===== src/rtl/kmds_pkg.sv =====
// ----------------------------------------------------------------------------
// kmds_pkg
// Shared types, widths and the column drive table for the key matrix scanner.
// ----------------------------------------------------------------------------
package kmds_pkg;

  // fixed field widths
  localparam int unsigned MAX_ROWS = 8;
  localparam int unsigned MAX_COLS = 18;
  localparam int unsigned COL_W    = 5;
  localparam int unsigned PIN_W    = 8;
  localparam int unsigned ROWIDX_W = 3;
  localparam int unsigned DRIVE_W  = 6;
  localparam int unsigned CNT_W    = 8;
  localparam int unsigned DEB_W    = 8;

  localparam logic [DEB_W-1:0] DEB_RESET = 8'd5;

  // item function codes
  typedef enum logic [1:0] {
    FUNC_SELECT = 2'd0,
    FUNC_SAMPLE = 2'd1,
    FUNC_SCAN_END = 2'd2,
    FUNC_READ = 2'd3
  } kmds_func_t;

  typedef logic [MAX_COLS-1:0] kmds_row_t;
  typedef logic [CNT_W-1:0]    kmds_cnt_t;

  // control from the item stage to the matrix store
  typedef struct packed {
    logic                sample;
    logic                commit;
    logic [COL_W-1:0]    col;
    logic [PIN_W-1:0]    pins;
    logic [ROWIDX_W-1:0] row;
  } kmds_mat_ctrl_t;

  // status back from the matrix store
  typedef struct packed {
    logic      changed;
    kmds_row_t row_data;
    kmds_cnt_t key_count_nxt;
  } kmds_mat_sts_t;

  // demultiplexer drive bits (port bits 1 to 6) for each column
  function automatic logic [DRIVE_W-1:0] drive_code(input logic [COL_W-1:0] col);
    logic [DRIVE_W-1:0] code;
    case (col)
      5'd0:    code = 6'd29;
      5'd1:    code = 6'd44;
      5'd2:    code = 6'd56;
      5'd3:    code = 6'd55;
      5'd4:    code = 6'd54;
      5'd5:    code = 6'd53;
      5'd6:    code = 6'd52;
      5'd7:    code = 6'd50;
      5'd8:    code = 6'd48;
      5'd9:    code = 6'd49;
      5'd10:   code = 6'd13;
      5'd11:   code = 6'd12;
      5'd12:   code = 6'd30;
      5'd13:   code = 6'd51;
      5'd14:   code = 6'd28;
      5'd15:   code = 6'd57;
      5'd16:   code = 6'd15;
      5'd17:   code = 6'd31;
      default: code = '0;
    endcase
    return code;
  endfunction

endpackage


===== src/rtl/kmds_if.sv =====
// ----------------------------------------------------------------------------
// kmds_if
// Valid/ready channels for scanner items and scanner results.
// ----------------------------------------------------------------------------
interface kmds_in_if;
  logic       valid;
  logic       ready;
  logic [1:0] func;
  logic [4:0] col;
  logic [7:0] row_pins;
  logic [2:0] row;

  modport source (output valid, func, col, row_pins, row, input ready);
  modport sink   (input valid, func, col, row_pins, row, output ready);
endinterface

interface kmds_out_if;
  logic        valid;
  logic        ready;
  logic [5:0]  col_drive;
  logic [17:0] row_bits;
  logic [7:0]  key_count;
  logic        settled;

  modport source (output valid, col_drive, row_bits, key_count, settled, input ready);
  modport sink   (input valid, col_drive, row_bits, key_count, settled, output ready);
endinterface


===== src/rtl/kmds_matrix.sv =====
// ----------------------------------------------------------------------------
// kmds_matrix
// Raw and stable key matrices with running pressed-key counts.
// ----------------------------------------------------------------------------
module kmds_matrix #(
  parameter int unsigned ROWS = 8,
  parameter int unsigned COLS = 18
) (
  input  logic                   clk,
  input  logic                   rst_n,
  input  kmds_pkg::kmds_mat_ctrl_t ctrl,
  output kmds_pkg::kmds_mat_sts_t  sts
);
  import kmds_pkg::*;

  logic [COLS-1:0] raw_r    [ROWS];
  logic [COLS-1:0] stable_r [ROWS];
  kmds_cnt_t       raw_count_r;
  kmds_cnt_t       raw_count_nxt;
  kmds_cnt_t       stable_count_r;

  logic [COLS-1:0] col_hot;
  logic            col_hit;
  logic [ROWS-1:0] new_col;
  logic [ROWS-1:0] old_col;
  kmds_cnt_t       pc_new;
  kmds_cnt_t       pc_old;
  logic            changed;
  logic [COLS-1:0] row_rd;

  // column decode and column compare
  always_comb begin
    col_hot = '0;
    for (int c = 0; c < COLS; c++) begin
      col_hot[c] = (ctrl.col == COL_W'(c));
    end
    col_hit = |col_hot;
    new_col = ~ctrl.pins[ROWS-1:0];
    pc_new  = '0;
    pc_old  = '0;
    for (int r = 0; r < ROWS; r++) begin
      old_col[r] = |(raw_r[r] & col_hot);
      pc_new     = pc_new + CNT_W'(new_col[r]);
      pc_old     = pc_old + CNT_W'(old_col[r]);
    end
    changed       = ctrl.sample && col_hit && (new_col != old_col);
    raw_count_nxt = changed ? (raw_count_r + pc_new - pc_old) : raw_count_r;
  end

  // stable row read
  always_comb begin
    row_rd = '0;
    for (int r = 0; r < ROWS; r++) begin
      if (ctrl.row == ROWIDX_W'(r)) begin
        row_rd = stable_r[r];
      end
    end
  end

  assign sts.changed       = changed;
  assign sts.row_data      = kmds_row_t'(row_rd);
  assign sts.key_count_nxt = ctrl.commit ? raw_count_r : stable_count_r;

  // matrix and count registers
  always_ff @(posedge clk) begin
    if (!rst_n) begin
      for (int r = 0; r < ROWS; r++) begin
        raw_r[r]    <= '0;
        stable_r[r] <= '0;
      end
      raw_count_r    <= '0;
      stable_count_r <= '0;
    end else begin
      if (changed) begin
        for (int r = 0; r < ROWS; r++) begin
          raw_r[r] <= (raw_r[r] & ~col_hot) | (new_col[r] ? col_hot : '0);
        end
      end
      if (ctrl.commit) begin
        for (int r = 0; r < ROWS; r++) begin
          stable_r[r] <= raw_r[r];
        end
        stable_count_r <= raw_count_r;
      end
      raw_count_r <= raw_count_nxt;
    end
  end

endmodule


===== src/rtl/key_matrix_debounce_scanner_unit.sv =====
// ----------------------------------------------------------------------------
// key_matrix_debounce_scanner_unit
// Key matrix scanner with debounce: column drive codes, raw sampling,
// quiet-scan countdown, commit to the stable matrix and row reads.
//
//   channel  dir  handshake      payload
//   in_ch    in   valid/ready    func, col, row_pins, row
//   out_ch   out  valid/ready    col_drive, row_bits, key_count, settled
//   cfg      in   cfg_we         cfg_wdata (debounce_scans)
//
// One item per cycle sustained while out_ch.ready stays high; a result is
// offered once its item has passed the item register and then the result
// register.
// The result register sets the rate: a held result stalls the item register,
// which then drops in_ch.ready.
// Synchronous reset clears both matrices and loads the countdown and the
// debounce setting with 5; no clearing pass is needed.
// ----------------------------------------------------------------------------
module key_matrix_debounce_scanner_unit #(
  parameter int unsigned ROWS = 8,
  parameter int unsigned COLS = 18
) (
  input  logic       clk,
  input  logic       rst_n,
  kmds_in_if.sink    in_ch,
  kmds_out_if.source out_ch,
  input  logic       cfg_we,
  input  logic [7:0] cfg_wdata
);
  import kmds_pkg::*;

  // item register
  logic                s1_valid_r;
  kmds_func_t          s1_func_r;
  logic [COL_W-1:0]    s1_col_r;
  logic [PIN_W-1:0]    s1_pins_r;
  logic [ROWIDX_W-1:0] s1_row_r;

  // result register
  logic               out_valid_r;
  logic [DRIVE_W-1:0] col_drive_r;
  kmds_row_t          row_bits_r;
  kmds_cnt_t          key_count_r;
  logic               settled_r;

  logic [DEB_W-1:0] debounce_r;
  logic [DEB_W-1:0] cd_r;
  logic [DEB_W-1:0] cd_nxt;

  logic out_free;
  logic adv;
  logic in_xfer;
  logic col_ok;
  logic [DRIVE_W-1:0] drive_nxt;

  kmds_mat_ctrl_t mat_ctrl;
  kmds_mat_sts_t  mat_sts;

  // handshake
  assign out_free    = !out_valid_r || out_ch.ready;
  assign adv         = s1_valid_r && out_free;
  assign in_ch.ready = !s1_valid_r || out_free;
  assign in_xfer     = in_ch.valid && in_ch.ready;

  // item decode
  assign col_ok = (int'(s1_col_r) < COLS);

  assign mat_ctrl.sample = adv && (s1_func_r == FUNC_SAMPLE);
  assign mat_ctrl.commit = adv && (s1_func_r == FUNC_SCAN_END) && (cd_r == DEB_W'(1));
  assign mat_ctrl.col    = s1_col_r;
  assign mat_ctrl.pins   = s1_pins_r;
  assign mat_ctrl.row    = s1_row_r;

  kmds_matrix #(
    .ROWS (ROWS),
    .COLS (COLS)
  ) u_matrix (
    .clk   (clk),
    .rst_n (rst_n),
    .ctrl  (mat_ctrl),
    .sts   (mat_sts)
  );

  // quiet countdown
  always_comb begin
    cd_nxt = cd_r;
    if (mat_sts.changed) begin
      cd_nxt = debounce_r;
    end else if (adv && (s1_func_r == FUNC_SCAN_END) && (cd_r != '0)) begin
      cd_nxt = cd_r - DEB_W'(1);
    end
  end

  // drive code for select items
  assign drive_nxt = (s1_func_r == FUNC_SELECT && col_ok) ? drive_code(s1_col_r) : '0;

  // control registers
  always_ff @(posedge clk) begin
    if (!rst_n) begin
      s1_valid_r  <= 1'b0;
      out_valid_r <= 1'b0;
      debounce_r  <= DEB_RESET;
      cd_r        <= DEB_RESET;
    end else begin
      if (in_xfer) begin
        s1_valid_r <= 1'b1;
      end else if (adv) begin
        s1_valid_r <= 1'b0;
      end
      if (adv) begin
        out_valid_r <= 1'b1;
      end else if (out_ch.ready) begin
        out_valid_r <= 1'b0;
      end
      if (cfg_we) begin
        debounce_r <= (cfg_wdata == '0) ? DEB_W'(1) : cfg_wdata;
      end
      cd_r <= cd_nxt;
    end
  end

  // payload registers
  always_ff @(posedge clk) begin
    if (in_xfer) begin
      s1_func_r <= kmds_func_t'(in_ch.func);
      s1_col_r  <= in_ch.col;
      s1_pins_r <= in_ch.row_pins;
      s1_row_r  <= in_ch.row;
    end
    if (adv) begin
      col_drive_r <= drive_nxt;
      row_bits_r  <= (s1_func_r == FUNC_READ) ? mat_sts.row_data : '0;
      key_count_r <= mat_sts.key_count_nxt;
      settled_r   <= (cd_nxt == '0);
    end
  end

  assign out_ch.valid     = out_valid_r;
  assign out_ch.col_drive = col_drive_r;
  assign out_ch.row_bits  = row_bits_r;
  assign out_ch.key_count = key_count_r;
  assign out_ch.settled   = settled_r;

  // a raw change reloads the countdown from the setting
  a_reload: assert property (@(posedge clk) disable iff (!rst_n)
    mat_sts.changed |=> cd_r == $past(debounce_r))
    else $error("countdown not reloaded after raw change");

  // a commit happens only on the scan end that brings the countdown to zero
  a_commit: assert property (@(posedge clk) disable iff (!rst_n)
    mat_ctrl.commit |=> cd_r == '0)
    else $error("commit without countdown reaching zero");

  // an advancing item always lands in the result register
  a_adv: assert property (@(posedge clk) disable iff (!rst_n)
    adv |=> out_valid_r)
    else $error("result lost after item advance");

  // countdown never exceeds the debounce setting without a write
  a_cd_bound: assert property (@(posedge clk) disable iff (!rst_n)
    !$past(cfg_we) && $past(cd_r) <= $past(debounce_r) |-> cd_r <= debounce_r)
    else $error("countdown above debounce setting");

endmodule


===== src/flat_wrapper.sv =====
// flat-port wrapper written by rule: the top's interface ports become plain ports
module key_matrix_debounce_scanner_unit_flat import kmds_pkg::*;
#(
  parameter int unsigned ROWS = 8,
  parameter int unsigned COLS = 18
)
  (clk, rst_n, cfg_we, cfg_wdata, in_ch_valid, in_ch_func, in_ch_col, in_ch_row_pins, in_ch_row, in_ch_ready, out_ch_valid, out_ch_col_drive, out_ch_row_bits, out_ch_key_count, out_ch_settled, out_ch_ready);
  kmds_in_if in_ch_i ();
  kmds_out_if out_ch_i ();
  input  logic clk;
  input  logic rst_n;
  input  logic cfg_we;
  input  logic [7:0] cfg_wdata;
  input wire logic [$bits(in_ch_i.valid)-1:0] in_ch_valid;
  input wire logic [$bits(in_ch_i.func)-1:0] in_ch_func;
  input wire logic [$bits(in_ch_i.col)-1:0] in_ch_col;
  input wire logic [$bits(in_ch_i.row_pins)-1:0] in_ch_row_pins;
  input wire logic [$bits(in_ch_i.row)-1:0] in_ch_row;
  output wire logic [$bits(in_ch_i.ready)-1:0] in_ch_ready;
  output wire logic [$bits(out_ch_i.valid)-1:0] out_ch_valid;
  output wire logic [$bits(out_ch_i.col_drive)-1:0] out_ch_col_drive;
  output wire logic [$bits(out_ch_i.row_bits)-1:0] out_ch_row_bits;
  output wire logic [$bits(out_ch_i.key_count)-1:0] out_ch_key_count;
  output wire logic [$bits(out_ch_i.settled)-1:0] out_ch_settled;
  input wire logic [$bits(out_ch_i.ready)-1:0] out_ch_ready;
  assign in_ch_i.valid = in_ch_valid;
  assign in_ch_i.func = in_ch_func;
  assign in_ch_i.col = in_ch_col;
  assign in_ch_i.row_pins = in_ch_row_pins;
  assign in_ch_i.row = in_ch_row;
  assign in_ch_ready = in_ch_i.ready;
  assign out_ch_valid = out_ch_i.valid;
  assign out_ch_col_drive = out_ch_i.col_drive;
  assign out_ch_row_bits = out_ch_i.row_bits;
  assign out_ch_key_count = out_ch_i.key_count;
  assign out_ch_settled = out_ch_i.settled;
  assign out_ch_i.ready = out_ch_ready;
  key_matrix_debounce_scanner_unit #(.ROWS(ROWS), .COLS(COLS)) u_core (.clk(clk), .rst_n(rst_n), .in_ch(in_ch_i), .out_ch(out_ch_i), .cfg_we(cfg_we), .cfg_wdata(cfg_wdata));
endmodule

===== config.mk =====
export PLATFORM = sky130hd
export DESIGN_NAME = key_matrix_debounce_scanner_unit_flat
export DESIGN_NICKNAME = d
export VERILOG_FILES = /design/src/rtl/kmds_pkg.sv /design/src/rtl/kmds_if.sv /design/src/rtl/kmds_matrix.sv /design/src/rtl/key_matrix_debounce_scanner_unit.sv /design/src/flat_wrapper.sv
export SDC_FILE = /design/constraint.sdc
export NUM_CORES = 1
export LEC_CHECK = 0
export BUFFER_PORTS_ARGS = -buffer_cell sky130_fd_sc_hd__buf_2
export CORE_MARGIN = 8
export CORE_UTILIZATION = 62
export DETAILED_ROUTE_END_ITERATION = 8
export PLACE_DENSITY_LB_ADDON = 0.2
export SYNTH_ARGS = -nofsm -noshare
export SYNTH_HDL_FRONTEND = slang
export SYNTH_SLANG_ARGS = --single-unit

===== constraint.sdc =====
create_clock -name clk -period 7.6 [get_ports clk]
set_input_delay 0.38 -clock clk [delete_from_list [all_inputs] [get_ports clk]]
set_output_delay 0.38 -clock clk [all_outputs]
set_load 0.02 [all_outputs]

# ---- Yosys cells after proc, flatten, opt, wreduce, memory -nomap -nowiden
# Memory sizes are Yosys's and may differ from the RTL's. A register that Yosys moved wholly into a read port is not among the register bits.
# Index checks and enable logic that the tools add are counted.
dict set report word_totals {
  register_bits 79
  ram_bits 288
  romBits 192
  input_bits 31
  output_inout_bits 35
  elab_cells 183
  mem_count 3
}
dict set report op_classes {
  n_addsub 17
  magnitude_cmp 1
  n_eq_ne 29
  muxes 47
  n_bitwise 42
  n_reduce_logical 31
}
# name depth word_bits rd rd_clocked_by_memory_dff wr line
set mem_list {}
lappend mem_list {{(no name shown)} 32 6 1 1 0 kmds_pkg.sv:49} ;# case (col)
lappend mem_list {u_core.u_matrix.raw_r 8 18 8 0 8 kmds_matrix.sv:16} ;# logic [COLS-1:0] raw_r [ROWS];
lappend mem_list {u_core.u_matrix.stable_r 8 18 8 0 8 kmds_matrix.sv:17} ;# logic [COLS-1:0] stable_r [ROWS];
# op count
set ops {}
lappend ops {{18-bit 2-to-1 mux} 32}
lappend ops {{18-bit bitwise AND} 16}
lappend ops {{18-bit OR reduction} 9}
lappend ops {{18-bit bitwise OR} 8}
lappend ops {{5-bit by 4-bit == test with 1-bit output, second input constant} 8}
lappend ops {{8-bit 2-to-1 mux} 4}
lappend ops {{5-bit by 3-bit == test with 1-bit output, second input constant} 4}
lappend ops {{18-bit NOT} 1}
lappend ops {{7-bit by 1-bit adder with 8-bit output} 2}
lappend ops {{8-bit zero test} 2}
lappend ops {{1-bit bitwise OR} 16}
lappend ops {{6-bit by 1-bit adder with 7-bit output} 2}
lappend ops {{5-bit by 1-bit adder with 6-bit output} 2}
lappend ops {{3-bit == test, second input constant} 4}
lappend ops {{1-bit 2-to-1 mux} 11}
lappend ops {{4-bit by 1-bit adder with 5-bit output} 2}
lappend ops {{5-bit by 2-bit == test with 1-bit output, second input constant} 2}
lappend ops {{5-bit == test, second input constant} 2}
lappend ops {{1-bit logical AND} 9}
lappend ops {{3-bit by 1-bit adder with 4-bit output} 2}
lappend ops {{8-bit adder} 1}
lappend ops {{8-bit by 1-bit == test with 1-bit output, second input constant} 1}
lappend ops {{8-bit != test} 1}
lappend ops {{8-bit NOT} 1}
lappend ops {{17 further kinds} 25}

# ---- Logic depth before layout (Yosys ltp)
# Gate-level depths: netlist (run 1).
dict set report logic_depth {
  depth_word 11
  depth_mapped 27
  depth_no_buf 25
}

# ---- Cells and area by module
# From an unflattened synthesis (run 1), not the netlist that was laid out.
dict set report unflattened {
  hier_cells 1650
  hier_area_um2 18740.5
}
# module n_inst cells_each area_each_um2 seq_area_each_um2
set modules_own_cells {}
lappend modules_own_cells {kmds_matrix 1 1418 15802.7 8968.6}
lappend modules_own_cells {key_matrix_debounce_scanner_unit 1 232 2937.8 1891.8}

# ---- Worst setup path after synthesis (run 1)
# No wires, ideal clock.
dict set report synth_path {
  path_type {reg-to-reg}
  from {register u_core.out_valid_r, in the netlist u_core.out_ch.valid}
  to {memory u_core.u_matrix.raw_r[0][0] (enable)}
  setup_time_ns 0.509
  t_arrival_ns 6.114
  t_required_ns 7.091
  slack_ns 0.977
  path_stages_with_launch 7
  path_buffers 1
  period_less_slack_ns 6.623
  cell_sequence {dfxtp_1 nor2b_1 nor2b_1 and4b_1 clkbuf_1 o21ai_2 nand2_1}
}
# item line
set synth_rtl {}
lappend synth_rtl {{from (decl)} key_matrix_debounce_scanner_unit.sv:40} ;# logic out_valid_r;
lappend synth_rtl {{from (signal assigned)} key_matrix_debounce_scanner_unit.sv:101} ;# out_valid_r <= 1'b0;
lappend synth_rtl {{from (signal assigned)} key_matrix_debounce_scanner_unit.sv:111} ;# out_valid_r <= 1'b1;
lappend synth_rtl {{from (signal assigned)} key_matrix_debounce_scanner_unit.sv:113} ;# out_valid_r <= 1'b0;
lappend synth_rtl {{to (decl)} kmds_matrix.sv:16}

# ---- Worst setup path in the final report (run 1)
dict set report layout_path {
  from {register u_core.s1_col_r[1]}
  to {register u_core.u_matrix.raw_count_r[7]}
}
dict set report layout_between {
  elab_chain_len 11
  word_cells_on_any_way 46
  classes_between {add/sub: 8; eq/ne: 18; bitwise: 8; reduce/logical: 12}
}
# item line
set layout_lines {}
lappend layout_lines {{from (decl)} key_matrix_debounce_scanner_unit.sv:35} ;# logic [COL_W-1:0] s1_col_r;
lappend layout_lines {{from (signal assigned)} key_matrix_debounce_scanner_unit.sv:126} ;# s1_col_r <= in_ch.col;
lappend layout_lines {{5-bit by 1-bit == test with 1-bit output, or another cell as far along} kmds_matrix.sv:35} ;# col_hot[c] = (ctrl.col == COL_W'(c));
lappend layout_lines {{18-bit bitwise AND} kmds_matrix.sv:42} ;# old_col[r] = |(raw_r[r] & col_hot);
lappend layout_lines {{18-bit OR reduction} kmds_matrix.sv:42}
lappend layout_lines {{1-bit by 1-bit adder with 2-bit output} kmds_matrix.sv:44} ;# pc_old = pc_old + CNT_W'(old_col[r]);
lappend layout_lines {{2-bit by 1-bit adder with 3-bit output} kmds_matrix.sv:44}
lappend layout_lines {{3-bit by 1-bit adder with 4-bit output} kmds_matrix.sv:44}
lappend layout_lines {{4-bit by 1-bit adder with 5-bit output} kmds_matrix.sv:44}
lappend layout_lines {{5-bit by 1-bit adder with 6-bit output} kmds_matrix.sv:44}
lappend layout_lines {{6-bit by 1-bit adder with 7-bit output} kmds_matrix.sv:44}
lappend layout_lines {{7-bit by 1-bit adder with 8-bit output} kmds_matrix.sv:44}
lappend layout_lines {{8-bit subtractor} kmds_matrix.sv:47} ;# raw_count_nxt = changed ? (raw_count_r + pc_new - pc_old) : raw_count_r;
lappend layout_lines {{to (signal assigned)} kmds_matrix.sv:85} ;# raw_count_r <= raw_count_nxt;
lappend layout_lines {{to (decl)} kmds_matrix.sv:18} ;# kmds_cnt_t raw_count_r;
# Parallel ways exist; a longest one is shown, timed or not.
# A chain may end at the register's enable or synchronous reset.

==> summary.md, run 1 <==
Status
* completed — status

Worst setup path
* sky130_fd_sc_hd__a2111oi_0 — cell with the largest stage delay on the worst path
* 0.46 ns — Register-to-Register Setup Slack
* 6 — combined buffer and inverter count along the critical path
* 0.56 ns — delay of the slowest cell on the worst path
* 7.59 ns — CP arrival
* 16 — CP Max Fanout
* adder cells — cell family contributing the most delay on the critical path
* flop — CP startpoint kind
* u_core.s1_col_r[1]$_DFFE_PP_ — origin of the critical flop-to-flop path
* flop — category of the worst setup path capture point
* 26 — number of cells on the worst reg-to-reg path
* sky130_fd_sc_hd__fa_1 — cell repeated most along the worst path
* u_core.u_matrix.raw_count_r[7]$_SDFFE_PN0P_ — end of the worst register-to-register path
* flop to flop — start-to-end type of the worst setup path
* 8.06 ns — required time of the critical path

Timing
* 140 MHz — maximum achievable frequency
* 0.0180 ns — worst clock skew
* false — RSZ-0062 raised after global routing
* 15.5% — worst slew margin relative to its limit
* 0 ns — Final TNS setup
* 0 — number of hold violations in the final report
* 0 — number of max-slew violations in the final report
* 1.24 ns — slew at the pin closest to its max-slew limit
* 0 — final number of setup-violating endpoints
* 7.14 ns — final period demand of the worst path
* 93.9% — crit share post-route

Power
* 7.63 nW — Leakage Power
* 25.6% — switching portion of total power
* 207 µV — worst vdd ir
* 13.5% — power share of the combinational group
* 49.4% — Seq pwr share
* 1.25 mW — switching component of the power
* 37.1% — part of the power in the clock network
* 240 nW/µm² — power per cell area
* 3.65 mW — cell internal power dissipation

Clock tree
* 0 — number of instances resized during post-cts repair
* 0 — Post-CTS Hold Fix Bufs
* 39 — clock buffer count from CTS
* yes — CTS tree
* 373 — Sink Count
* 0 — Post-CTS Repair Setup Buffers
* sky130_fd_sc_hd__clkbuf_16 — clock root buffer master
* 2 — count of H-tree levels built during CTS
* 0.06 ns — Clock Pin Slew Worst Setup and Hold Paths
* 0.53 ns — clock latency on the worst-skew pair
* 3 — maximum number of buffers from clock root to sink

Global route
* 98 — maximum number of pins on one net before global-route repair
* 0 — aggregate global routing overflow
* 79100 µm — first-pass GRT wire length
* 12700 — via count of the first global-routing pass
* 28.9% — global routing usage summed across all routing layers
* 1 — initial antenna violation count

Layout
* 6890 µm² — area of the multi-input gates
* 10.8% — area growth from synthesis to layout
* 15.6% — share of layout cells above drive strength 1
* 1978 — Non-Filler Instances
* 1621 — number of nets in the layout
* 0 — antenna diode count
* 10900 µm² — area taken by flip-flops and latches
* 2081 — fill count

Synthesis
* 0% — ys async rst share
* sky130_fd_sc_hd__edfxtp_1 (55%), sky130_fd_sc_hd__a211oi_1 (6.4%), sky130_fd_sc_hd__nor2_1 (4.0%) — top cells by area, synth
* 373 — flops & latches, synth
* 12.0 µm² — Synth Area per Inst
* 1603 — Mapped Nets
* 339 — number of enable flip-flop cells after synthesis
* 18400 µm² — combined area of all synthesized cells
* 73 — library cells used by synthesis
* 58.9% — fraction of the yosys area taken by sequential cells
* 1542 — gate count of the mapped netlist
* sky130_fd_sc_hd__edfxtp_1 — largest area contributor in the synthesized netlist
* 55.2% — post-synth top area share
* 0 — Ys Warns
* sky130_fd_sc_hd__edfxtp_1 — Post-synth top flop

Hold path
* primary input to flop — class of the most critical hold timing path
* in_ch_row_pins[6] — Min-Delay Startpoint
* u_core.s1_pins_r[6]$_DFFE_PP_ — worst hold path endpoint
* 1 — Cells on Worst Hold Path

Place
* 34900 µm — dpl hpwl
* 0.944 — final weighted congestion in routability-driven placement
* 1909 — placed cell count
* 65 — # port buffers

Route
* 6.70 — vias per inst
* 0 — number of DRC violations after detailed routing
* 1417 — DRC marker count from the first detailed-route iteration
* 26.2 µm — detailed-route wire length per cell
* 13300 — vias after detailed routing
* 0 — antenna viol nets, final
* 51800 µm — wirelength, routed
* 8 — first drt pass iteration count

Die
* 35500 µm² — total die area
* 188 µm — die height
* 188 µm — Die Wd
* 66 — Top-Level Pins
* 63 — total number of placement rows
* 62.5% — effective utilization at floorplan
* 29500 µm² — Core Box Area

Run
* 0 — Max-cap violations

-- Yosys cell counts (13+ instances only) --
| master | n |
|---|---|
| sky130_fd_sc_hd__a2111oi_0 | 19 |
| sky130_fd_sc_hd__a211oi_1 | 158 |
| sky130_fd_sc_hd__a21oi_1 | 16 |
| sky130_fd_sc_hd__a22oi_1 | 22 |
| sky130_fd_sc_hd__and2_1 | 48 |
| sky130_fd_sc_hd__and3_1 | 112 |
| sky130_fd_sc_hd__buf_1 | 18 |
| sky130_fd_sc_hd__buf_2 | 22 |
| sky130_fd_sc_hd__clkbuf_1 | 96 |
| sky130_fd_sc_hd__dfxtp_1 | 34 |
| sky130_fd_sc_hd__edfxtp_1 | 339 |
| sky130_fd_sc_hd__fa_1 | 13 |
| sky130_fd_sc_hd__ha_1 | 17 |
| sky130_fd_sc_hd__inv_1 | 60 |
| sky130_fd_sc_hd__mux2_2 | 29 |
| sky130_fd_sc_hd__mux2i_1 | 17 |
| sky130_fd_sc_hd__mux4_2 | 18 |
| sky130_fd_sc_hd__nand2_1 | 60 |
| sky130_fd_sc_hd__nand3_1 | 17 |
| sky130_fd_sc_hd__nor2_1 | 196 |
| sky130_fd_sc_hd__o21ai_0 | 32 |
| sky130_fd_sc_hd__o22ai_1 | 39 |
-- stage by stage --
step | instance area (µm²) | setup slack [ns] | utilization (%) | hold slack (ns) | power [mW]
floorplan | 18400 | 0.977 | - | 0.462 | 2.90
global placement | 19200 | 0.818 | 65.2 | 0.508 | 3.09
detailed placement | 19200 | 0.558 | 65.2 | 0.512 | 3.11
CTS | 20400 | 0.541 | 69.3 | 0.0201 | 4.91
global route | 20400 | 0.0200 | 69.3 | 0.0187 | 5.08
finish | 20400 | 0.465 | 69.3 | 0.0302 | 4.90
-- state kept, by name, indices dropped and copies added, names as in the netlist, 6 cells and up --
register                        flops
u_core.debounce_r                   8
u_core.out_ch.key_count             8
u_core.u_matrix.raw_count_r         8
u_core.out_ch.col_drive             6
u_core.u_matrix.stable_count_r      8
u_core.out_ch.row_bits             18
u_core.u_matrix.stable_r          144
u_core.cd_r                         8
u_core.u_matrix.raw_r             144
u_core.s1_pins_r                    8
-- cell type report --
type	instances	area share [%]
inverters	60	1.10
clock inverters	13	0.472
multi-input cells	967	33.8
flip-flops and latches	373	53.2
clock buffers	56	5.45
well taps	390	2.39
repair buffers	119	3.65
-- power by group through the flow --
stage	logic (mW)	registers, mW	clock network (mW)
floorplan	0.462	2.44	0
finish	0.663	2.42	1.82
detailed placement	0.651	2.46	0
CTS	0.657	2.42	1.84
global route	0.741	2.43	1.91
global placement	0.633	2.46	0
-- cell families (layout without fill, tap and decap cells) --
logic type,Yosys count,in the layout,synth area share (%)
compound gates,339,339,13.5
xor+xnor,15,15,0.753
fa+ha+maj,30,30,2.57
buf+inv,202,248,4.45
flops,373,373,58.9
mux,66,66,5.02
simple gates,517,517,14.8
-- metal layers --
| layer | vias to the layer above | part of all wire [%] | wire (µm) | GRT usage [%] |
|---|---|---|---|---|
| met5 | - | 0.029 | 15 | 0 |
| met4 | 2 | 3.7 | 1900 | 10.7 |
| met3 | 124 | 8.8 | 4540 | 5.12 |
| li1 | 5917 | - | - | - |
| met1 | 6462 | 40 | 21000 | 39.8 |
| met2 | 748 | 47 | 24400 | 45.5 |
-- cell usage in the layout (no fill, tap or decap), types with 6 or more instances in the layout --
| cell | Yosys | routed |
|---|---|---|
| sky130_fd_sc_hd__a2111oi_0 | 19 | 19 |
| sky130_fd_sc_hd__a211oi_1 | 158 | 158 |
| sky130_fd_sc_hd__a21oi_1 | 16 | 16 |
| sky130_fd_sc_hd__a22o_1 | 9 | 9 |
| sky130_fd_sc_hd__a22oi_1 | 22 | 22 |
| sky130_fd_sc_hd__a32oi_1 | 6 | 6 |
| sky130_fd_sc_hd__and2_1 | 48 | 48 |
| sky130_fd_sc_hd__and3_1 | 112 | 112 |
| sky130_fd_sc_hd__buf_2 | 22 | 64 |
| sky130_fd_sc_hd__buf_4 | 3 | 54 |
| sky130_fd_sc_hd__clkbuf_1 | 96 | 10 |
| sky130_fd_sc_hd__clkbuf_16 | 0 | 40 |
| sky130_fd_sc_hd__clkinv_1 | 0 | 6 |
| sky130_fd_sc_hd__dfxtp_1 | 34 | 34 |
| sky130_fd_sc_hd__edfxtp_1 | 339 | 339 |
| sky130_fd_sc_hd__fa_1 | 13 | 13 |
| sky130_fd_sc_hd__ha_1 | 17 | 17 |
| sky130_fd_sc_hd__inv_1 | 60 | 59 |
| sky130_fd_sc_hd__mux2_2 | 29 | 29 |
| sky130_fd_sc_hd__mux2i_1 | 17 | 17 |
| sky130_fd_sc_hd__mux4_2 | 18 | 18 |
| sky130_fd_sc_hd__nand2_1 | 60 | 59 |
| sky130_fd_sc_hd__nand3_1 | 17 | 17 |
| sky130_fd_sc_hd__nor2_1 | 196 | 196 |
| sky130_fd_sc_hd__nor2b_1 | 7 | 6 |
| sky130_fd_sc_hd__nor3_1 | 8 | 8 |
| sky130_fd_sc_hd__nor4_1 | 8 | 8 |
| sky130_fd_sc_hd__nor4bb_4 | 0 | 6 |
| sky130_fd_sc_hd__o21ai_0 | 32 | 32 |
| sky130_fd_sc_hd__o22ai_1 | 39 | 39 |
| sky130_fd_sc_hd__xnor2_1 | 7 | 7 |
| sky130_fd_sc_hd__xor2_1 | 7 | 7 |
-- worst max path at each step --
stage                                           startpoint                                     endpoint  slack (ns)  cells after the start
after floorplan           u_core.out_ch.valid$_SDFFE_PN0P_    u_core.u_matrix.raw_r[0][0]$_SDFFCE_PN0P_        0.98                      6
after global placement        u_core.s1_col_r[1]$_DFFE_PP_  u_core.u_matrix.raw_count_r[7]$_SDFFE_PN0P_        0.82                     26
after detailed placement      u_core.s1_col_r[1]$_DFFE_PP_  u_core.u_matrix.raw_count_r[7]$_SDFFE_PN0P_        0.56                     26
after CTS                     u_core.s1_col_r[1]$_DFFE_PP_  u_core.u_matrix.raw_count_r[7]$_SDFFE_PN0P_        0.54                     26
after global routing          u_core.s1_col_r[1]$_DFFE_PP_  u_core.u_matrix.raw_count_r[7]$_SDFFE_PN0P_        0.02                     26
final                         u_core.s1_col_r[1]$_DFFE_PP_  u_core.u_matrix.raw_count_r[7]$_SDFFE_PN0P_        0.46                     26
(Power assumes the default switching activity.)
==> inputs of run 2 (changes only) <==
Settings changed: CELL_PAD_IN_SITES_DETAIL_PLACEMENT set to 1, CELL_PAD_IN_SITES_GLOBAL_PLACEMENT set to 2, CORE_UTILIZATION 62 to 43, SKIP_CTS_REPAIR_TIMING set to 1.
==> run 2 against run 1 <==
- first-iteration DRC count decreased by 14%
- critical endpoint unchanged
- sequential cell count did not move
- sequential power about the same
- largest power group unchanged
- largest cell class unchanged
- via count fell by 0.17%
- global-route usage is 4.3 points lower
- combinational power up 6.9%
- clock skew fell by 0.0029 ns
- die area rose by 40%
- non-clock buffer count increased by 19
- sequential share of layout area fell by 1.3 points
- utilization down 20 points
==> summary.md, run 2 (synthesis gave the netlist of run 1 again) <==
Global route
* 1 — initial antenna violation count
* 0 — aggregate global routing overflow
* 13700 — via count of the first global-routing pass
* 24.6% — global routing usage summed across all routing layers
* 109 — maximum number of pins on one net before global-route repair
* 92200 µm — first-pass GRT wire length

Clock tree
* 42 — clock buffer count from CTS
* 3 — maximum number of buffers from clock root to sink
* 2 — count of H-tree levels built during CTS
* 373 — Sink Count
* 0.06 ns — Clock Pin Slew Worst Setup and Hold Paths
* 0.57 ns — clock latency on the worst-skew pair
* sky130_fd_sc_hd__clkbuf_16 — clock root buffer master
* yes — CTS tree

Worst setup path
* flop to flop — start-to-end type of the worst setup path
* 0.62 ns — delay of the slowest cell on the worst path
* flop — category of the worst setup path capture point
* sky130_fd_sc_hd__or4b_1 — cell with the largest stage delay on the worst path
* 19 — CP Max Fanout
* 8.10 ns — required time of the critical path
* flop — CP startpoint kind
* 7.58 ns — CP arrival
* sky130_fd_sc_hd__fa_1 — cell repeated most along the worst path

Status
* completed — status

Timing
* 0 ns — Final TNS setup
* 26.4% — worst slew margin relative to its limit
* 1.10 ns — slew at the pin closest to its max-slew limit
* 141 MHz — maximum achievable frequency
* 0.520 ns — final critical-path setup slack
* false — RSZ-0062 raised after global routing
* 0 — final number of setup-violating endpoints
* 0 — number of max-slew violations in the final report
* 0.0151 ns — worst clock skew
* 93.2% — crit share post-route
* 0 — number of hold violations in the final report
* 7.08 ns — final period demand of the worst path

Die
* 76 — total number of placement rows
* 66 — Top-Level Pins
* 223 µm — die height
* 49800 µm² — total die area
* 43.2% — effective utilization at floorplan
* 223 µm — Die Wd
* 42700 µm² — Core Box Area

Power
* 244 nW/µm² — power per cell area
* 145 µV — worst vdd ir
* 7.77 nW — Leakage Power

Route
* 6.12 — vias per inst
* 1219 — DRC marker count from the first detailed-route iteration
* 28.5 µm — detailed-route wire length per cell
* 61600 µm — wirelength, routed
* 0 — number of DRC violations after detailed routing
* 13200 — vias after detailed routing
* 0 — antenna viol nets, final
* 5 — first drt pass iteration count

Hold path
* primary input to flop — class of the most critical hold timing path

Layout
* 13.5% — area growth from synthesis to layout
* sky130_fd_sc_hd__edfxtp_1 (339), sky130_fd_sc_hd__nor2_1 (196), sky130_fd_sc_hd__a211oi_1 (158), sky130_fd_sc_hd__and3_1 (112), sky130_fd_sc_hd__buf_2 (64) — most frequent cells in the layout
* 15.7% — share of layout cells above drive strength 1
* 1643 — number of nets in the layout
* 4400 — fill count
* sky130_fd_sc_hd__edfxtp_1 — most frequent standard cell in the layout excluding fill and tap cells
* 6920 µm² — area of the multi-input gates
* 10900 µm² — area taken by flip-flops and latches
* 0 — antenna diode count

Run
* 0 — Max-cap violations

Place
* 41000 µm — dpl hpwl
* 0.485 ns — Post-Place Setup Slack
* 0.906 — final weighted congestion in routability-driven placement
* 65 — # port buffers

==> run 2: per-layer routing <==
layer  global-route usage [%]  vias up  share of wire [%]
met2                     40.0      367                 48
met3                     4.56       76                5.7
met4                     6.39        0                2.3
met1                     33.5     6825                 44
met5                        0        -                  0
li1                         -     5962                  -
==> run 2: final cells by class <==
class / count / area share (%)
inverters: 60 / 1.08
flip-flops and latches: 373 / 51.9
well taps: 546 / 3.26
repair buffers: 138 / 4.47
clock buffers: 54 / 5.34
clock inverters: 23 / 0.873
multi-input cells: 967 / 33.1
==> run 2: worst paths after layout <==
| kind | from | cells after the start | slack, ns | to |
|---|---|---|---|---|
| max | u_core.s1_col_r[1]$_DFFE_PP_ | 25 | 0.52 | u_core.u_matrix.raw_count_r[7]$_SDFFE_PN0P_ |
| min | in_ch_row_pins[4] | 1 | 0.01 | u_core.s1_pins_r[4]$_DFFE_PP_ |
| min reg2reg | u_core.u_matrix.raw_count_r[2]$_SDFFE_PN0P_ | 2 | 0.52 | u_core.u_matrix.raw_count_r[2]$_SDFFE_PN0P_ |
| max reg2reg | u_core.s1_col_r[1]$_DFFE_PP_ | 25 | 0.52 | u_core.u_matrix.raw_count_r[7]$_SDFFE_PN0P_ |
==> run 2: metrics by stage <==
step	cell area (µm²)	util, %	hold slack, ns	cells	total power, mW
2_1_floorplan	18400	-	0.462	1542	2.90
3_3_place_gp	19500	45.6	0.514	2070	3.14
3_5_place_dp	19500	45.6	0.521	2070	3.16
4_1_cts	20800	48.7	-0.0310	2147	5.13
5_1_grt	20900	49.0	0.00573	2161	5.30
6_report	20900	49.0	0.0139	2161	5.10
==> run 2: power breakdown <==
| part | internal [mW] | leakage [nW] | switching, mW |
|---|---|---|---|
| clock network | 1.14 | 0.636 | 0.832 |
| logic | 0.267 | 3.39 | 0.441 |
| registers | 2.34 | 3.74 | 0.0798 |
| total | 3.75 | 7.77 | 1.35 |
==> run 2: worst max-delay path: cells and delay by family (launching register included) <==
| kind | cells | cell delay, ns |
|---|---|---|
| AO/OA/AOI/OAI | 6 | 1.23 |
| adder cells (fa/ha/maj) | 8 | 3.52 |
| buffers and inverters | 5 | 0.35 |
| flip-flops | 1 | 0.44 |
| multiplexers | 1 | 0.15 |
| AND/OR/NAND/NOR | 5 | 1.33 |
==> inputs of run 3 (changes only) <==
Settings changed: CAP_MARGIN set to 20, CORE_MARGIN 8 to not set, CORE_UTILIZATION 43 to 45, CTS_BUF_LIST set to sky130_fd_sc_hd__clkbuf_8.
==> run 3 against run 2 <==
- non-clock buffer count grew 13
- register-to-register slack lost 0.03 ns
- combinational power is essentially flat
- clock skew grew 0.019 ns
- first-iteration DRC count grew 2.1%
- sequential share of layout area grew 0.22 points
- via count grew 2.2%
- the flow now finishes with violations (hold timing)
- sequential cell count is the same
- power shrank 6.0%
- hold slack lost 0.024 ns
- critical endpoint unchanged
==> summary.md, run 3 (synthesis gave the netlist of run 1 again) <==
Status
* finished, violations left — status
* hold timing — failing checks

Route
* 0 — antenna viol nets, final
* 13500 — vias after detailed routing
* 8 — first drt pass iteration count
* 0 — number of DRC violations after detailed routing
* 62100 µm — wirelength, routed
* 1244 — DRC marker count from the first detailed-route iteration
* 6.18 — vias per inst
* 28.4 µm — detailed-route wire length per cell

Die
* 41800 µm² — total die area
* 40100 µm² — Core Box Area
* 204 µm — Die Wd
* 73 — total number of placement rows
* 46.0% — effective utilization at floorplan
* 204 µm — die height
* 66 — Top-Level Pins

Worst setup path
* flop — category of the worst setup path capture point
* sky130_fd_sc_hd__edfxtp_1 — cell with the largest stage delay on the worst path
* 0.95 ns — delay of the slowest cell on the worst path
* buf_12 -> mux2_2 -> a22oi_1 -> nand2_1 -> or3_1 -> fa_1 -> inv_1 -> fa_1 -> inv_1 -> fa_1 -> fa_1 -> fa_1 -> inv_1 -> ha_1 -> inv_1 -> fa_1 -> nor2b_1 -> o21ai_0 -> a21oi_1 -> o21a_1 -> o21ai_0 -> a2111oi_0 -> mux2i_1 -> nand4_1 — ordered cell list for the critical path
* u_core.u_matrix.raw_count_r[7]$_SDFFE_PN0P_ — end of the worst register-to-register path
* 0.49 ns — Register-to-Register Setup Slack
* 8.21 ns — required time of the critical path
* flop to flop — start-to-end type of the worst setup path
* u_core.s1_col_r[3]$_DFFE_PP_ — origin of the critical flop-to-flop path
* flop — CP startpoint kind
* 7.72 ns — CP arrival
* 38 — CP Max Fanout
* sky130_fd_sc_hd__fa_1 — cell repeated most along the worst path
* 24 — number of cells on the worst reg-to-reg path

Global route
* 0 — aggregate global routing overflow
* 30.2% — global routing usage summed across all routing layers
* 91300 µm — first-pass GRT wire length
* 120 — maximum number of pins on one net before global-route repair
* 0 — initial antenna violation count
* 13800 — via count of the first global-routing pass

Layout
* 13.0% — area growth from synthesis to layout
* 52.0% — Final Core Density
* 4152 — fill count
* sky130_fd_sc_hd__edfxtp_1 — most frequent standard cell in the layout excluding fill and tap cells
* 0 — antenna diode count
* 1675 — number of nets in the layout
* sky130_fd_sc_hd__edfxtp_1 (339), sky130_fd_sc_hd__nor2_1 (196), sky130_fd_sc_hd__a211oi_1 (158), sky130_fd_sc_hd__and3_1 (112), sky130_fd_sc_hd__inv_1 (81) — most frequent cells in the layout
* 16.5% — share of layout cells above drive strength 1

Timing
* 1 — number of hold violations in the final report
* 1.08 ns — slew at the pin closest to its max-slew limit
* 0 — final number of setup-violating endpoints
* -0.0106 ns — final worst hold slack
* 141 MHz — maximum achievable frequency
* 93.6% — crit share post-route
* 27.5% — worst slew margin relative to its limit
* 0 — number of max-slew violations in the final report
* 0 ns — Final TNS setup
* 0.0340 ns — worst clock skew
* 7.11 ns — final period demand of the worst path
* false — RSZ-0062 raised after global routing

Power
* 14.7% — power share of the combinational group
* 4.79 mW — total chip power
* 1.35 mW — switching component of the power
* 230 nW/µm² — power per cell area
* 34.6% — part of the power in the clock network
* 50.6% — Seq pwr share
* 28.1% — switching portion of total power
* 131 µV — worst vdd ir
* 7.84 nW — Leakage Power
* 3.44 mW — cell internal power dissipation

Hold path
* 3 — Cells on Worst Hold Path
* primary input to flop — class of the most critical hold timing path
* cfg_wdata[1] — Min-Delay Startpoint
* u_core.debounce_r[1]$_SDFFE_PN0P_ — worst hold path endpoint

Clock tree
* 0.06 ns — Clock Pin Slew Worst Setup and Hold Paths
* 3 — maximum number of buffers from clock root to sink
* 0.68 ns — clock latency on the worst-skew pair
* 373 — Sink Count
* sky130_fd_sc_hd__clkbuf_8 — clock root buffer master
* yes — CTS tree
* 2 — count of H-tree levels built during CTS
* 61 — clock buffer count from CTS

Place
* 41300 µm — dpl hpwl
* 0.930 — final weighted congestion in routability-driven placement
* 65 — # port buffers

Run
* 0 — Max-cap violations

-- run 3: cell types whose count changed in the layout (fill, tap and decap cells not counted), moves of 5 or more --
cell	delta
sky130_fd_sc_hd__clkbuf_8	+63
sky130_fd_sc_hd__dlygate4sd3_1	+11
sky130_fd_sc_hd__clkinv_1	+5
sky130_fd_sc_hd__clkbuf_1	-11
sky130_fd_sc_hd__clkbuf_16	-43
sky130_fd_sc_hd__inv_1	+22
-- run 3: worst max path at each step --
stage,cells past startpoint,end,start,slack (ns)
after floorplan,6,u_core.u_matrix.raw_r[0][0]$_SDFFCE_PN0P_,u_core.out_ch.valid$_SDFFE_PN0P_,0.98
after global placement,24,u_core.u_matrix.raw_count_r[7]$_SDFFE_PN0P_,u_core.s1_col_r[3]$_DFFE_PP_,0.70
after detailed placement,24,u_core.u_matrix.raw_count_r[7]$_SDFFE_PN0P_,u_core.s1_col_r[3]$_DFFE_PP_,0.59
after CTS,24,u_core.u_matrix.raw_count_r[7]$_SDFFE_PN0P_,u_core.s1_col_r[3]$_DFFE_PP_,0.57
after global routing,24,u_core.u_matrix.raw_count_r[7]$_SDFFE_PN0P_,u_core.s1_col_r[1]$_DFFE_PP_,0.009
final,24,u_core.u_matrix.raw_count_r[7]$_SDFFE_PN0P_,u_core.s1_col_r[3]$_DFFE_PP_,0.49
-- run 3: routing by layer --
metal / up-vias / wire, µm / GRT usage, %
met5: - / 0 / 0
met4: 0 / 1920 / 10.2
li1: 6029 / - / -
met1: 6958 / 27200 / 41.2
met2: 442 / 29800 / 49.3
met3: 89 / 3250 / 4.56
-- run 3: area by class of cell --
cell class	count	area, µm²	area share [%]
Timing Repair Buffer	151	1070	5.15
Multi-Input combinational cell	967	6900	33.1
Clock buffer	63	867	4.16
Sequential cell	373	10900	52.1
Tap cell	525	657	3.15
Inverter	60	225	1.08
Clock inverter	49	250	1.20
-- run 3: per-stage QoR --
step                cell area (µm²)  setup WS [ns]  hold slack [ns]  instances
detailed placement            19500          0.588            0.496       2051
finish                        20800          0.489          -0.0106       2188
global route                  20800        0.00860         -0.00301       2188
floorplan                     18400          0.977            0.462       1542
CTS                           20600          0.570           -0.164       2163
global placement              19500          0.696            0.494       2051
-- run 3: power by group through the flow --
stage	clock, mW	sequential (mW)	combinational [mW]
CTS	1.70	2.42	0.700
global placement	0	2.46	0.669
detailed placement	0	2.47	0.690
finish	1.66	2.43	0.706
floorplan	0	2.44	0.462
global route	1.77	2.43	0.788
-- run 3: worst max-delay path: cells and delay by family (launching register included) --
| family | cells | cell delay (ns) |
|---|---|---|
| AOI/OAI and AO/OA | 6 | 1.27 |
| adders and majority gates | 7 | 2.99 |
| buffers and inverters | 5 | 0.55 |
| DFF | 1 | 0.95 |
| muxes | 2 | 0.50 |
| and+or+nand+nor | 4 | 0.78 |
